### src/sv/tdss_pkg.sv
// ----------------------------------------------------------------------------
// tdss_pkg: shared types and helpers for the two-digit seven-segment scanner
// Item and result structs, operation codes, glyph table and tens split.
// ----------------------------------------------------------------------------
`default_nettype none

package tdss_pkg;

    // Operation codes carried in the input item
    localparam logic [1:0] OP_TICK   = 2'd0;
    localparam logic [1:0] OP_CHARS  = 2'd1;
    localparam logic [1:0] OP_NUMBER = 2'd2;
    localparam logic [1:0] OP_CLOCK  = 2'd3;

    localparam logic [3:0] GLYPH_DASH  = 4'd10;
    localparam logic [3:0] GLYPH_BLANK = 4'd11;
    localparam logic [7:0] SEG_POINT   = 8'h80;

    localparam logic [7:0] LEFT_PATTERN_RESET  = 8'h0f;
    localparam logic [7:0] RIGHT_PATTERN_RESET = 8'hf0;

    // Reciprocal of ten, scaled by 2^11; exact for values below 128
    localparam logic [7:0] RECIP_TEN = 8'd205;

    typedef struct packed {
        logic [1:0] operation;
        logic [7:0] char_left;
        logic [7:0] char_right;
        logic [6:0] number;
        logic [3:0] hours;
        logic [6:0] minutes;
    } in_item_t;

    typedef struct packed {
        logic [7:0] segment_lines;
        logic       left_enable;
        logic       right_enable;
    } out_item_t;

    // Decoded action for the scan stage
    typedef struct packed {
        logic       tick;
        logic       load;
        logic [7:0] left;
        logic [7:0] right;
    } pat_upd_t;

    // Segment patterns a..g in bits 0..6; indices 11..15 are blank
    function automatic logic [7:0] glyph(input logic [3:0] idx);
        logic [7:0] g;
        unique case (idx)
            4'd0:    g = 8'h3f;
            4'd1:    g = 8'h06;
            4'd2:    g = 8'h5b;
            4'd3:    g = 8'h4f;
            4'd4:    g = 8'h66;
            4'd5:    g = 8'h6d;
            4'd6:    g = 8'h7d;
            4'd7:    g = 8'h07;
            4'd8:    g = 8'h7f;
            4'd9:    g = 8'h6f;
            4'd10:   g = 8'h40;
            default: g = 8'h00;
        endcase
        return g;
    endfunction

    // Tens of a 7-bit value (0..12)
    function automatic logic [3:0] tens_of(input logic [6:0] v);
        logic [14:0] prod;
        prod = {8'd0, v} * {7'd0, RECIP_TEN};
        return prod[14:11];
    endfunction

    // Units of a 7-bit value given its tens
    function automatic logic [3:0] units_of(input logic [6:0] v, input logic [3:0] q);
        logic [6:0] diff;
        diff = v - {q, 3'b000} - {2'b00, q, 1'b0};
        return diff[3:0];
    endfunction

endpackage

`default_nettype wire

### src/sv/two_digit_seven_segment_scanner.sv
// ----------------------------------------------------------------------------
// two_digit_seven_segment_scanner: multiplexed two-digit display driver
// Scans one segment of one digit per tick; write items load digit patterns.
// ----------------------------------------------------------------------------
//  Channel   Direction  Handshake           Payload
//  s_        in         s_valid / s_ready   in_item_t  (operation and operands)
//  m_        out        m_valid / m_ready   out_item_t (segment and digit lines)
//
//  The result is registered: each accepted item sits in the input register
//  while decode and scan update feed the result register. One item per
//  cycle is sustained while m_ready stays high.
//  A stalled result holds the pipe; both stages keep their item.
//  aresetn is synchronous, active low; patterns reset to 0x0f and 0xf0.
// ----------------------------------------------------------------------------
`default_nettype none

module two_digit_seven_segment_scanner (
    input  wire logic               aclk,
    input  wire logic               aresetn,
    input  wire logic               s_valid,
    output logic                    s_ready,
    input  wire tdss_pkg::in_item_t s_item,
    output logic                    m_valid,
    input  wire logic               m_ready,
    output tdss_pkg::out_item_t     m_item
);
    import tdss_pkg::*;

    logic     take;
    logic     item_valid;
    in_item_t item;
    pat_upd_t upd;

    tdss_in_reg u_in_reg (
        .aclk       (aclk),
        .aresetn    (aresetn),
        .s_valid    (s_valid),
        .s_ready    (s_ready),
        .s_item     (s_item),
        .take       (take),
        .item_valid (item_valid),
        .item       (item)
    );

    tdss_decode u_decode (
        .item (item),
        .upd  (upd)
    );

    tdss_scan u_scan (
        .aclk       (aclk),
        .aresetn    (aresetn),
        .item_valid (item_valid),
        .upd        (upd),
        .take       (take),
        .m_valid    (m_valid),
        .m_ready    (m_ready),
        .m_item     (m_item)
    );

endmodule

`default_nettype wire

### src/sv/tdss_in_reg.sv
// ----------------------------------------------------------------------------
// tdss_in_reg: input register
// Holds one accepted item until the scan stage takes it.
// ----------------------------------------------------------------------------
`default_nettype none

module tdss_in_reg (
    input  wire logic               aclk,
    input  wire logic               aresetn,
    input  wire logic               s_valid,
    output logic                    s_ready,
    input  wire tdss_pkg::in_item_t s_item,
    input  wire logic               take,
    output logic                    item_valid,
    output tdss_pkg::in_item_t      item
);
    import tdss_pkg::*;

    logic     valid_reg;
    in_item_t item_reg;

    // Free when empty or when the held item leaves this cycle
    assign s_ready    = !valid_reg || take;
    assign item_valid = valid_reg;
    assign item       = item_reg;

    always_ff @(posedge aclk) begin
        if (!aresetn) begin
            valid_reg <= 1'b0;
        end else if (s_ready) begin
            valid_reg <= s_valid;
        end
    end

    // Payload needs no reset
    always_ff @(posedge aclk) begin
        if (s_valid && s_ready) begin
            item_reg <= s_item;
        end
    end

endmodule

`default_nettype wire

### src/sv/tdss_decode.sv
// ----------------------------------------------------------------------------
// tdss_decode: pattern decoder
// Turns a held item into a tick flag or a pair of new digit patterns.
// ----------------------------------------------------------------------------
`default_nettype none

module tdss_decode (
    input  wire tdss_pkg::in_item_t item,
    output tdss_pkg::pat_upd_t      upd
);
    import tdss_pkg::*;

    logic [6:0] num_val;
    logic [3:0] num_tens;
    logic [3:0] num_units;
    logic [7:0] num_left;
    logic [7:0] num_right;

    function automatic logic [7:0] char_glyph(input logic [7:0] c);
        logic [7:0] g;
        logic [7:0] off;
        off = c - 8'h30;
        if (c >= 8'h30 && c <= 8'h39) begin
            g = glyph(off[3:0]);
        end else if (c == 8'h2d) begin
            g = glyph(GLYPH_DASH);
        end else begin
            g = glyph(GLYPH_BLANK);
        end
        return g;
    endfunction

    // Shared number split; clock mode reuses it for the minutes
    assign num_val   = (item.operation == OP_NUMBER) ? item.number : item.minutes;
    assign num_tens  = tens_of(num_val);
    assign num_units = units_of(num_val, num_tens);
    assign num_left  = (num_val >= 7'd10) ? glyph(num_tens) : glyph(GLYPH_BLANK);
    assign num_right = glyph(num_units);

    always_comb begin
        upd = '0;
        unique case (item.operation)
            OP_TICK: begin
                upd.tick = 1'b1;
            end
            OP_CHARS: begin
                upd.load  = 1'b1;
                upd.left  = char_glyph(item.char_left);
                upd.right = char_glyph(item.char_right);
            end
            OP_NUMBER: begin
                upd.load  = 1'b1;
                upd.left  = num_left;
                upd.right = num_right;
            end
            default: begin
                upd.load = 1'b1;
                // nonzero hours: hours digit with point, then tens of minutes only; else minutes with point
                if (item.hours != 4'd0) begin
                    upd.left  = glyph(item.hours) | SEG_POINT;
                    upd.right = glyph(num_tens);
                end else begin
                    upd.left  = num_left;
                    upd.right = num_right | SEG_POINT;
                end
            end
        endcase
    end

endmodule

`default_nettype wire

### src/sv/tdss_scan.sv
// ----------------------------------------------------------------------------
// tdss_scan: scan state and result register
// Advances the scan count, drives segment and digit lines, holds the result.
// ----------------------------------------------------------------------------
`default_nettype none

module tdss_scan (
    input  wire logic               aclk,
    input  wire logic               aresetn,
    input  wire logic               item_valid,
    input  wire tdss_pkg::pat_upd_t upd,
    output logic                    take,
    output logic                    m_valid,
    input  wire logic               m_ready,
    output tdss_pkg::out_item_t     m_item
);
    import tdss_pkg::*;

    logic [3:0]  scan_count_reg,  scan_count_next;
    logic [7:0]  left_pat_reg,    left_pat_next;
    logic [7:0]  right_pat_reg,   right_pat_next;
    logic [7:0]  drive_reg,       drive_next;
    logic        left_sel_reg,    left_sel_next;
    logic        right_sel_reg,   right_sel_next;
    logic        m_valid_reg;
    out_item_t   m_item_reg,      m_item_next;

    logic [3:0]  scan_count_inc;
    logic [2:0]  seg;
    logic        digit;
    logic [7:0]  cur_pat;

    // Move an item whenever the result slot is free or being drained
    assign take = item_valid && (!m_valid_reg || m_ready);

    assign scan_count_inc = scan_count_reg + 4'd1;
    assign seg     = scan_count_inc[2:0];
    assign digit   = scan_count_inc[3];
    assign cur_pat = digit ? right_pat_reg : left_pat_reg;

    // Next state of the scanner for the held item
    always_comb begin
        scan_count_next = scan_count_reg;
        left_pat_next   = left_pat_reg;
        right_pat_next  = right_pat_reg;
        drive_next      = drive_reg;
        left_sel_next   = left_sel_reg;
        right_sel_next  = right_sel_reg;
        if (upd.tick) begin
            scan_count_next = scan_count_inc;
            drive_next      = drive_reg & ~(8'd1 << scan_count_reg[2:0]);
            if (seg == 3'd0) begin
                left_sel_next  = !digit;
                right_sel_next = digit;
            end
            if (cur_pat[seg]) begin
                drive_next = drive_next | (8'd1 << seg);
            end
        end
        if (upd.load) begin
            left_pat_next  = upd.left;
            right_pat_next = upd.right;
        end
        m_item_next.segment_lines = drive_next;
        m_item_next.left_enable   = left_sel_next;
        m_item_next.right_enable  = right_sel_next;
    end

    always_ff @(posedge aclk) begin
        if (!aresetn) begin
            scan_count_reg <= 4'd0;
            left_pat_reg   <= LEFT_PATTERN_RESET;
            right_pat_reg  <= RIGHT_PATTERN_RESET;
            drive_reg      <= 8'd0;
            left_sel_reg   <= 1'b0;
            right_sel_reg  <= 1'b0;
        end else if (take) begin
            scan_count_reg <= scan_count_next;
            left_pat_reg   <= left_pat_next;
            right_pat_reg  <= right_pat_next;
            drive_reg      <= drive_next;
            left_sel_reg   <= left_sel_next;
            right_sel_reg  <= right_sel_next;
        end
    end

    // Result register
    always_ff @(posedge aclk) begin
        if (!aresetn) begin
            m_valid_reg <= 1'b0;
        end else if (take) begin
            m_valid_reg <= 1'b1;
        end else if (m_ready) begin
            m_valid_reg <= 1'b0;
        end
    end

    always_ff @(posedge aclk) begin
        if (take) begin
            m_item_reg <= m_item_next;
        end
    end

    assign m_valid = m_valid_reg;
    assign m_item  = m_item_reg;

endmodule

`default_nettype wire

### config.mk
export PLATFORM = sky130hd
export DESIGN_NAME = two_digit_seven_segment_scanner
export DESIGN_NICKNAME = d
export VERILOG_FILES = /design/src/sv/tdss_pkg.sv /design/src/sv/two_digit_seven_segment_scanner.sv /design/src/sv/tdss_in_reg.sv /design/src/sv/tdss_decode.sv /design/src/sv/tdss_scan.sv
export SDC_FILE = /design/constraint.sdc
export NUM_CORES = 1
export LEC_CHECK = 0
export BUFFER_PORTS_ARGS = -buffer_cell sky130_fd_sc_hd__buf_2
export CAP_MARGIN = 20
export CORE_AREA = 10 10 113 115
export DETAILED_ROUTE_END_ITERATION = 8
export DIE_AREA = 0 0 123 125
export PLACE_DENSITY = 0.79
export SLEW_MARGIN = 5
export SYNTH_ARGS = -nofsm -noshare
export SYNTH_HDL_FRONTEND = slang
export SYNTH_SLANG_ARGS = --single-unit
### constraint.sdc
create_clock -name aclk -period 8 [get_ports aclk]
set_input_delay 1.2 -clock aclk [delete_from_list [all_inputs] [get_ports aclk]]
set_output_delay 1.2 -clock aclk [all_outputs]
set_load 0.01 [all_outputs]
* Yosys cells after proc, flatten, opt, wreduce, memory -nomap -nowiden
Memories as Yosys holds them, arrays and structs flattened. A register that Yosys moved wholly into a read port is not among the register bits. Index checks and enable logic that the tools add are counted.
Word-level totals: bits in registers 78, bits in read-only memories 672, input bits 40, output and inout bits 12, logic and storage cells 80, memories 6
Memories:
- (no name shown) | words 16, width 7, read ports 1, clocked after memory_dff 0, write ports 0, RTL line tdss_pkg.sv:51 | unique case (idx)
- (no name shown) | words 16, width 7, read ports 1, clocked after memory_dff 0, write ports 0, RTL line tdss_pkg.sv:51
- (no name shown) | words 16, width 7, read ports 1, clocked after memory_dff 0, write ports 0, RTL line tdss_pkg.sv:51
- (no name shown) | words 16, width 7, read ports 1, clocked after memory_dff 1, write ports 0, RTL line tdss_pkg.sv:51
- (no name shown) | words 16, width 7, read ports 1, clocked after memory_dff 0, write ports 0, RTL line tdss_pkg.sv:51
- (no name shown) | words 16, width 7, read ports 1, clocked after memory_dff 0, write ports 0, RTL line tdss_pkg.sv:51
Cells by class: $add $sub $neg 5, $mul 1, order comparisons 6, equal/unequal tests 4, shift-type cells 2, mux-type cells 21, bitwise gates (word level) 3, reduce and logical (&&, ||, !) cells 15
Operators by type and width (count):
- $pmux 17 s3 | 1
- $mux 8 | 6
- $mux 7 | 3
- $eq 8x6->1 const B | 2
- $ge 8x6->1 const B | 2
- $le 8x6->1 const B | 2
- $mux 16 | 1
- $shl 1x3->8 const A | 2
- $mul 7x8->15 const B | 1
- $and 8x8->8 | 1
- $mux 1 | 8
- $not 8->8 | 1
- $or 8x8->8 | 1
- $sub 4x1->4 const B | 2
- $sub 4x4->4 | 2
- $ge 7x4->1 const B | 1
- $add 4x1->4 const B | 1
- $logic_and 1x1->1 | 4
- $lt 3x4->1 const B | 1
- $mux 4 | 1
- $reduce_and 2->1 | 2
- $reduce_bool 4->1 | 1
- $bmux 1 s3 | 1
- $logic_not 1->1 | 3
- other kinds (6) | 7

* Logic depth before layout (Yosys ltp)
Gate-level depths: netlist (run 1). An unclocked memory read counts as a cell.
depth in word-level cells 9, mapped depth 29, gate-level depth less buffers 27

* Hierarchy
From an unflattened synthesis (run 1), not the netlist that was laid out.
Second synthesis, totals: cell total of the unflattened synthesis 580, area, all modules 5502.8 um2
By module, submodules not included:
- tdss_decode | instances 1, cells each 325, area an instance 2429.8 um2
- tdss_scan | instances 1, cells each 214, area an instance 1934.4 um2
- tdss_in_reg | instances 1, cells each 41, area an instance 1138.6 um2

* Worst setup path before layout (run 1)
No wires, ideal clock.
path kind register -> register, start register u_in_reg.item_reg, in the netlist u_in_reg.item[35], end register u_scan.right_pat_reg[0], arrival time 5.963 ns, slack 1.921 ns, cell stages (with the launch flop) 29, period minus slack after synthesis 6.079 ns, cell sequence edfxtp_1 buf_2 nor2b_1 buf_2 mux2i_1 inv_1 ha_1 inv_1 fa_1 inv_1 ha_1 inv_1 fa_1 inv_1 ha_1 nand4_1 o21ai_1 mux2_2 nor2_2 ha_1 nor2b_1 a211oi_1 nand2_1 nor2_1 nor4bb_1 or3_4 a21boi_1 o32ai_1 a22o_1
On the way: longest elaborated chain between the ends 8, elaborated cells on any way between the ends 12, classes of those cells add/sub: 2; mul: 1; eq/ne: 2; mux: 3; reduce/logical: 2; memory: 2
Ends and longest elaborated chain:
- from (decl) | RTL line tdss_in_reg.sv:20 | in_item_t item_reg;
- from (signal assigned) | RTL line tdss_in_reg.sv:38 | item_reg <= s_item;
- $eq 2x2->1 | RTL line tdss_decode.sv:34, tdss_decode.sv:42
- $mux 7 | RTL line tdss_decode.sv:34 | assign num_val = (item.operation == OP_NUMBER) ? item.number : item.minutes;
- $mul 7x8->15 | RTL line tdss_pkg.sv:71 | prod = {8'd0, v} * {7'd0, RECIP_TEN};
- $sub 4x4->4 (2 in series) | RTL line tdss_pkg.sv:78 | diff = v - {q, 3'b000} - {2'b00, q, 1'b0};
- $mem_v2 16x7
- $mux 16 | RTL line tdss_decode.sv:59 | if (item.hours != 4'd0) begin
- $pmux 17 s3 * | RTL line tdss_decode.sv:42 | unique case (item.operation)
- to (signal assigned) | RTL line tdss_scan.sv:80 | right_pat_reg <= right_pat_next;
- to (decl) | RTL line tdss_scan.sv:21 | logic [7:0] right_pat_reg, right_pat_next;
Every way passes the cells marked *; elsewhere a longest branch is shown, timed or not. A chain may end at the register's enable or synchronous reset.

* Worst setup path after layout (run 1)
start register u_in_reg.item_reg, in the netlist u_in_reg.item[35], end register u_scan.right_pat_reg[6]
The elaborated chain is that of the path after synthesis.

==> results.md, run 1 <==
* Hold Vio Cnt, Final at 0
* Row cnt at 38
* Worst path required time at between 8 and 9 ns
* Sequential cell area at 2440 µm²
* Period utilisation layout at 0.896
* Place WS at between 0.9 and 1 ns
* Status: completed
* Initial Util at 0.589
* Vias at 4,848
* R2R Setup Slk at 0.83 ns
* Number of fill cells in the layout at 847
* Clock Pin Slew Worst Setup and Hold Paths at around 0.1 ns
* Clk Latency, worst-skew pair at roughly 0.37 ns
* Area added between synthesis and finish at 8.92%
* Setup ws final at 0.835 ns
* CTS sink count at 99
* First-pass GRT wire length at 23,300 µm
* Clk network pwr share at 0.181
* Max Cap Viol at 0
* Internal Pwr Total at approximately 0.0011 W
* Vias in the first global route at between 4,000 and 5,000
* Dpl cells at 804
* Worst hold path type: register to register
* Area of the multi-input gates at approximately 3500 µm²
* Antenna Cells at 0
* Unrepaired setup endpoints after global routing: false
* Post-Syn Nets at 752
* Relative slew slack at 0.398
* CP startpoint kind: register
* Comb power frac at 0.495
* Clock root buffer: clkbuf_8
* Die width at 123 µm
* Initial antenna violation count at 0
* Worst hold slack at roughly 0.45 ns
* Placer Congestion at around 0.92
* Post-DRT Antenna Nets at 0
* Critical R2R Capture: u_scan.right_pat_reg[6]
* Worst Tran Pin Value at about 0.88 ns
* Wire per inst at 17.1 µm
* Worst Reg-to-Reg Cells at 26
* Most frequent cells in the layout: nand2_1 (78), ha_1 (71), dfxtp_1 (53)
* Netlist cell types at 71
* Commonest non-fill, non-tap cell in the layout: nand2_1
* Max Fclk at 140 MHz
* Final WL at between 10,000 and 15,000 µm
* Worst EP arrival at 7.42 ns
* Synth Register Bits at 99
* CTS tree: done
* Hpwl dp at 10,900 µm
* Largest buffer count on any clock path at 2
* Endpoints failing setup at 0
* Ratio of cells with drive above 1 in the final layout at 0.135
* Setup crit end kind: register
* Cts hold-fix bufs at 0
* Pwr per Cell Area at ~270 nW/µm²
* Clk_skew at ~0.015 ns
* Fin nets at between 700 and 800
* Hold Startpoint: u_scan.drive_reg[2]
* Mapped Cells at 633
* CTS H-tree lvls at 3
* # DRC at 0
* Sequential-to-total area share from yosys stat at 0.391
* Non-Filler Instances at 820
* PortBufs at 51
* Final slew viol count at 0
* Cts repair resizes at 0
* Top_reg_cell synth: dfxtp_1
* GR Overflow Total at 0
* GR Util All Layers at 0.185
* Syn. warnings at 0
* Switching power at roughly 0.00076 W
* Seq pwr share at 0.324
* Maximum VDD drop at about 190 µV
* Starting DRT DRC Count at 432
* Worst reg2reg startpoint: u_in_reg.item[35]
* Final setup TNS at 0 ns
* Die Ht at 125 µm
* Start point of the critical path: u_in_reg.item[35]
* I/O pin count at 52
* Avg Vias per Cell at between 5 and 6
* DIE AREA at between 15,000 and 20,000 µm²
* Leak at ~3.0 nW
* Fraction of registers with async set/reset at 0
* Clock buffer count from CTS at 9
* Critical Path Fanout Max at 10
* Postcts setup bufs at 0
* Core Region at about 11,000 µm²
* Router iterations before antenna repair at 6
* Post-route core utilization at 0.641
* Syn Area/Cell at 9.86 µm²
* Hold path cells at 2
* Minimum clock period at 7.17 ns
* Largest net degree at the start of global routing at 36
* Kind of critical path: register to register
* Switching fraction of total power at 0.412
* Synth Cell Area at approximately 6200 µm²
* Number of synthesized flops with an enable pin at 46
* Hold Crit Endpoint: u_scan.drive_reg[2]
-- per-layer routing --
metal | track usage | routed length, µm
met5 | 0 | 0
met4 | 0.0665 | 298
met3 | 0.0405 | 640
met2 | 0.310 | 7010
met1 | 0.228 | 6110
-- through the flow --
stage,area [µm²],total power (W)
global route,6800,0.00198
floorplan,6240,0.00128
detailed placement,6590,0.00149
CTS,6800,0.00182
global placement,6590,0.00147
finish,6800,0.00184
-- cell type report --
class                      count  area share
inverter                      47      0.0259
tap                          140      0.0258
sequential                    99       0.359
timing repair buffer          53      0.0397
clock buffer                  12      0.0259
multi-input combinational    465       0.518
clock inverter                 4     0.00515
-- critical path, stage by stage, from the launching register on --
cell      delay (ns)
edfxtp_1        0.55
nor2b_1         0.55
mux2i_1         0.46
inv_1           0.14
ha_1            0.32
inv_1           0.06
fa_1            0.53
inv_1           0.05
ha_1            0.28
inv_1           0.05
fa_1            0.53
inv_1           0.04
ha_1            0.34
nand4_1         0.14
o21ai_1         0.27
mux2_2          0.38
nor2_2          0.33
ha_1            0.36
nor2b_1         0.15
a211oi_1        0.32
nand2_1         0.09
nor2_1          0.09
nor4bb_1        0.06
o21ai_1         0.34
nand2_1         0.21
a221oi_1        0.30
a21oi_1         0.10
-- Yosys cell counts (all sizes together), types with 13 or more instances --
master | count | area, µm²
dfxtp | 53 | 1060
ha | 71 | 888
nand3 | 27 | 135
nand2 | 78 | 293
mux2i | 30 | 300
clkbuf | 14 | 52.6
a21oi | 21 | 105
inv | 46 | 173
a22o | 13 | 114
edfxtp | 46 | 1380
o21ai | 45 | 225
nor2 | 25 | 98.8
-- power by group through the flow --
stage	Combinational (W)	Sequential, W	Clock, W
finish	0.000909	0.000594	0.000332
global route	0.00102	0.000598	0.000361
CTS	0.000890	0.000594	0.000341
detailed placement	0.000883	0.000605	0
global placement	0.000867	0.000603	0
floorplan	0.000688	0.000597	0
-- cells by family after synthesis --
| group | Yosys count | synth area share |
|---|---|---|
| buffers and inverters | 69 | 0.0443 |
| xor gates and xnor gates | 12 | 0.0192 |
| muxes | 36 | 0.0625 |
| DFF | 99 | 0.391 |
| AOI/OAI and AO/OA | 153 | 0.169 |
| adders and majority gates | 79 | 0.168 |
| and+or+nand+nor | 185 | 0.146 |
-- worst max-delay path by stage --
stage	slack, ns	to	depth (start not counted)
2_1_floorplan	1.92	u_scan.right_pat_reg[0]	28
3_3_place_gp	1.29	u_scan.right_pat_reg[0]	26
3_5_place_dp	0.93	u_scan.right_pat_reg[0]	26
4_1_cts	0.91	u_scan.right_pat_reg[0]	26
5_1_grt	0.31	u_scan.right_pat_reg[0]	26
6_report	0.83	u_scan.right_pat_reg[6]	26
Power figures use the tool's default switching activity.
==> run 2, diff against run 1 <==
--- a/config.mk
+++ b/config.mk
@@ -7,11 +7,12 @@
 export LEC_CHECK = 0
 export BUFFER_PORTS_ARGS = -buffer_cell sky130_fd_sc_hd__buf_2
 export CAP_MARGIN = 20
-export CORE_AREA = 10 10 113 115
+export CORE_AREA = 10 10 107 109
 export DETAILED_ROUTE_END_ITERATION = 8
-export DIE_AREA = 0 0 123 125
-export PLACE_DENSITY = 0.79
+export DIE_AREA = 0 0 117 119
+export PLACE_DENSITY = 0.8
 export SLEW_MARGIN = 5
 export SYNTH_ARGS = -nofsm -noshare
 export SYNTH_HDL_FRONTEND = slang
+export SYNTH_HIERARCHICAL = 1
 export SYNTH_SLANG_ARGS = --single-unit
==> run 2 against run 1 <==
Register-to-register slack improved by 0.29 ns. Design area fell by 12%. Die area fell by 9.4%. Critical endpoint is now u_scan/right_pat_reg[0]. Clock skew fell by 0.0085 ns. Routed wire length fell by 14%. Combinational power fell by 8.0%. Flip-flop and latch count fell by 21. Non-clock buffer count fell by 1. Final cell count fell by 9.3%.
==> results.md, run 2 <==
* Vias at between 4,000 and 5,000
* Area of the multi-input gates at between 3000 and 4000 µm²
* Placer Congestion at 0.908
* Worst hold path type: register to register
* Unrepaired setup endpoints after global routing: false
* Post-Synth XOR/XNOR Area at 0.0334
* Ratio of cells with drive above 1 in the final layout at 0.137
* Wire per inst at about 16 µm
* Largest net degree at the start of global routing at 37
* Complex-gate fraction of the synthesized area at 0.162
* Mux cell area share after synthesis at 0.0321
* Netlist cell types at 66
* GR Util All Layers at 0.176
* Hold Vio Cnt, Final at 0
* Fin nets at about 750
* Clock root buffer: clkbuf_8
* Cts repair resizes at 0
* Mapped Cells at slightly below 600
* Maximum VDD drop at about 220 µV
* Total Power at 0.00159 W
* Commonest non-fill, non-tap cell in the layout: ha_1
* Post-synth top area share at 0.251
* Number of flip-flops in the largest register at 36
* Critical Path Fanout Max at 12
* Simple-gate portion of the synthesized area at 0.156
* Clock Pin Slew Worst Setup and Hold Paths at approximately 0.080 ns
* CP startpoint kind: register
* CTS tree: done
* Ranking of synthesized cells by area: edfxtp_1 (25%), ha_1 (17%), dfxtp_1 (12%)
* Core Region at 9460 µm²
* Setup crit end kind: register
* Worst EP arrival at slightly above 7 ns
* Sequential-to-total area share from yosys stat at 0.367
* Leading area contributor after synthesis: edfxtp_1
* Final WL at 12,100 µm
* Leak at 2.64 nW
* Die Ht at approximately 120 µm
* Worst Tran Pin Value at 1.04 ns
* Antenna Cells at 0
* Postcts setup bufs at 0
* Number of fill cells in the layout at between 700 and 800
* Number of synthesized flops with an enable pin at 46
* Fraction of registers with async set/reset at 0
* Vias in the first global route at ~4,400
* Main combinational cell family by area after synthesis: adder cells
* Worst path required time at 8.28 ns
* Synth cell count leaders: ha_1 (73), nand2_1 (70), inv_1 (55)
* Most frequent cells in the layout: ha_1 (73), nand2_1 (70), inv_1 (55)
* Relative slew slack at 0.299
* GR Overflow Total at 0
* Largest buffer count on any clock path at 2
* First-pass GRT wire length at around 20,000 µm
* Adder-Cell Fraction of Synth Area at 0.195
* R2R Setup Slk at about 1.1 ns
* PortBufs at 51
* Synth Register Bits at 78
* Row cnt at 36
* Kind of critical path: register to register
* Sequential cell area at ~2000 µm²
* Clock buffer count from CTS at 9
* Area added between synthesis and finish at 9.10%
* Period utilisation layout at 0.860
* Minimum clock period at about 6.9 ns
* Syn Area/Cell at between 9 and 10 µm²
* Syn. warnings at 6
* Clk Latency, worst-skew pair at between 0.3 and 0.4 ns
* Max Fclk at between 100 and 150 MHz
* Most numerous cell in the Yosys netlist: ha_1
* Initial Util at 0.582
* Avg Vias per Cell at approximately 5.9
* Final setup TNS at 0 ns
* Post-Syn Nets at 701
* Top_reg_cell synth: edfxtp_1
* CTS H-tree lvls at 3
* Final slew viol count at 0
* I/O pin count at 52
* Status: completed
* CTS sink count at 78
* Hpwl dp at 9260 µm
* Clk_skew at about 0.006 ns
* Max Cap Viol at 0
* DIE AREA at about 14,000 µm²
* Synth Cell Area at between 5000 and 6000 µm²
* # DRC at 0
* Pwr per Cell Area at 265 nW/µm²
* Starting DRT DRC Count at approximately 320
* Router iterations before antenna repair at 5
* Worst hold slack at approximately 0.46 ns
* Post-DRT Antenna Nets at 0
* Die width at 117 µm
* Endpoints failing setup at 0
* Initial antenna violation count at 0
* Cts hold-fix bufs at 0
-- run 2: cell types whose count changed after synthesis, sizes merged, moves of 6 or more --
cell,before,now
a21oi,21,34
a22o,13,0
dfxtp,53,32
inv,46,55
mux2i,30,12
nand2,78,71
nand4,6,0
nor2,25,38
o21a,7,1
o21ai,45,36
o221ai,0,6
-- run 2: final cells by class --
class	instances	area share
clock buffers	10	0.0229
multi-input cells	428	0.531
inverters	56	0.0350
clock inverters	6	0.00709
flip-flops and latches	78	0.337
well taps	114	0.0238
repair buffers	52	0.0438
-- run 2: cell families (layout without fill, tap and decap cells) --
logic type               count (synthesis)  count (layout)
adder cells (fa/ha/maj)                 81              81
AND/OR/NAND/NOR                        179             179
AO/OA/AOI/OAI                          136             136
buffers and inverters                   74             124
flip-flops                              78              78
multiplexers                            17              17
XOR/XNOR                                15              15
-- run 2: worst max-delay path, stage by stage, from the launching register on --
cell	delay [ns]
edfxtp_1	0.50
nand2b_1	0.44
mux2i_1	0.53
inv_1	0.15
ha_1	0.33
ha_1	0.30
fa_1	0.50
inv_1	0.05
fa_1	0.51
inv_1	0.05
ha_1	0.28
and4_1	0.17
nand2_1	0.07
o211a_1	0.24
a21boi_1	0.31
nor2_1	0.10
xnor2_1	0.49
ha_1	0.41
xor2_1	0.48
nand3_1	0.19
o2bb2a_1	0.38
o211ai_1	0.11
nand2_1	0.07
a21oi_1	0.14
-- run 2: path summary, 6_finish.rpt --
path | start | end | cells after the start
min | u_scan/left_pat_reg[7] | u_scan/left_pat_reg[7] | 2
max | u_in_reg/item[35] | u_scan/right_pat_reg[0] | 23
max reg2reg | u_in_reg/item[35] | u_scan/right_pat_reg[0] | 23
min reg2reg | u_scan/left_pat_reg[7] | u_scan/left_pat_reg[7] | 2
-- run 2: power by group --
| part | switching (W) | internal [W] |
|---|---|---|
| combinational | 0.000499 | 0.000337 |
| clock | 0.000156 | 0.000123 |
| sequential | 0.0000192 | 0.000455 |
| total | 0.000673 | 0.000915 |
-- run 2: metrics by stage --
step / util / instances / instance area, µm² / setup WS [ns]
floorplan: - / 580 / 5500 / 1.89
global placement: 0.615 / 727 / 5820 / 1.52
detailed placement: 0.615 / 727 / 5820 / 1.26
CTS: 0.634 / 743 / 6000 / 1.17
global route: 0.635 / 744 / 6000 / 0.696
finish: 0.635 / 744 / 6000 / 1.12
-- run 2: layer usage --
layer	vias up	track usage	share of wire	routed length, µm
met5	-	0	0	0
met4	0	0.0572	0.016	195
met3	22	0.0316	0.048	576
met2	133	0.292	0.48	5820
met1	2055	0.225	0.45	5480
li1	2149	-	-	-
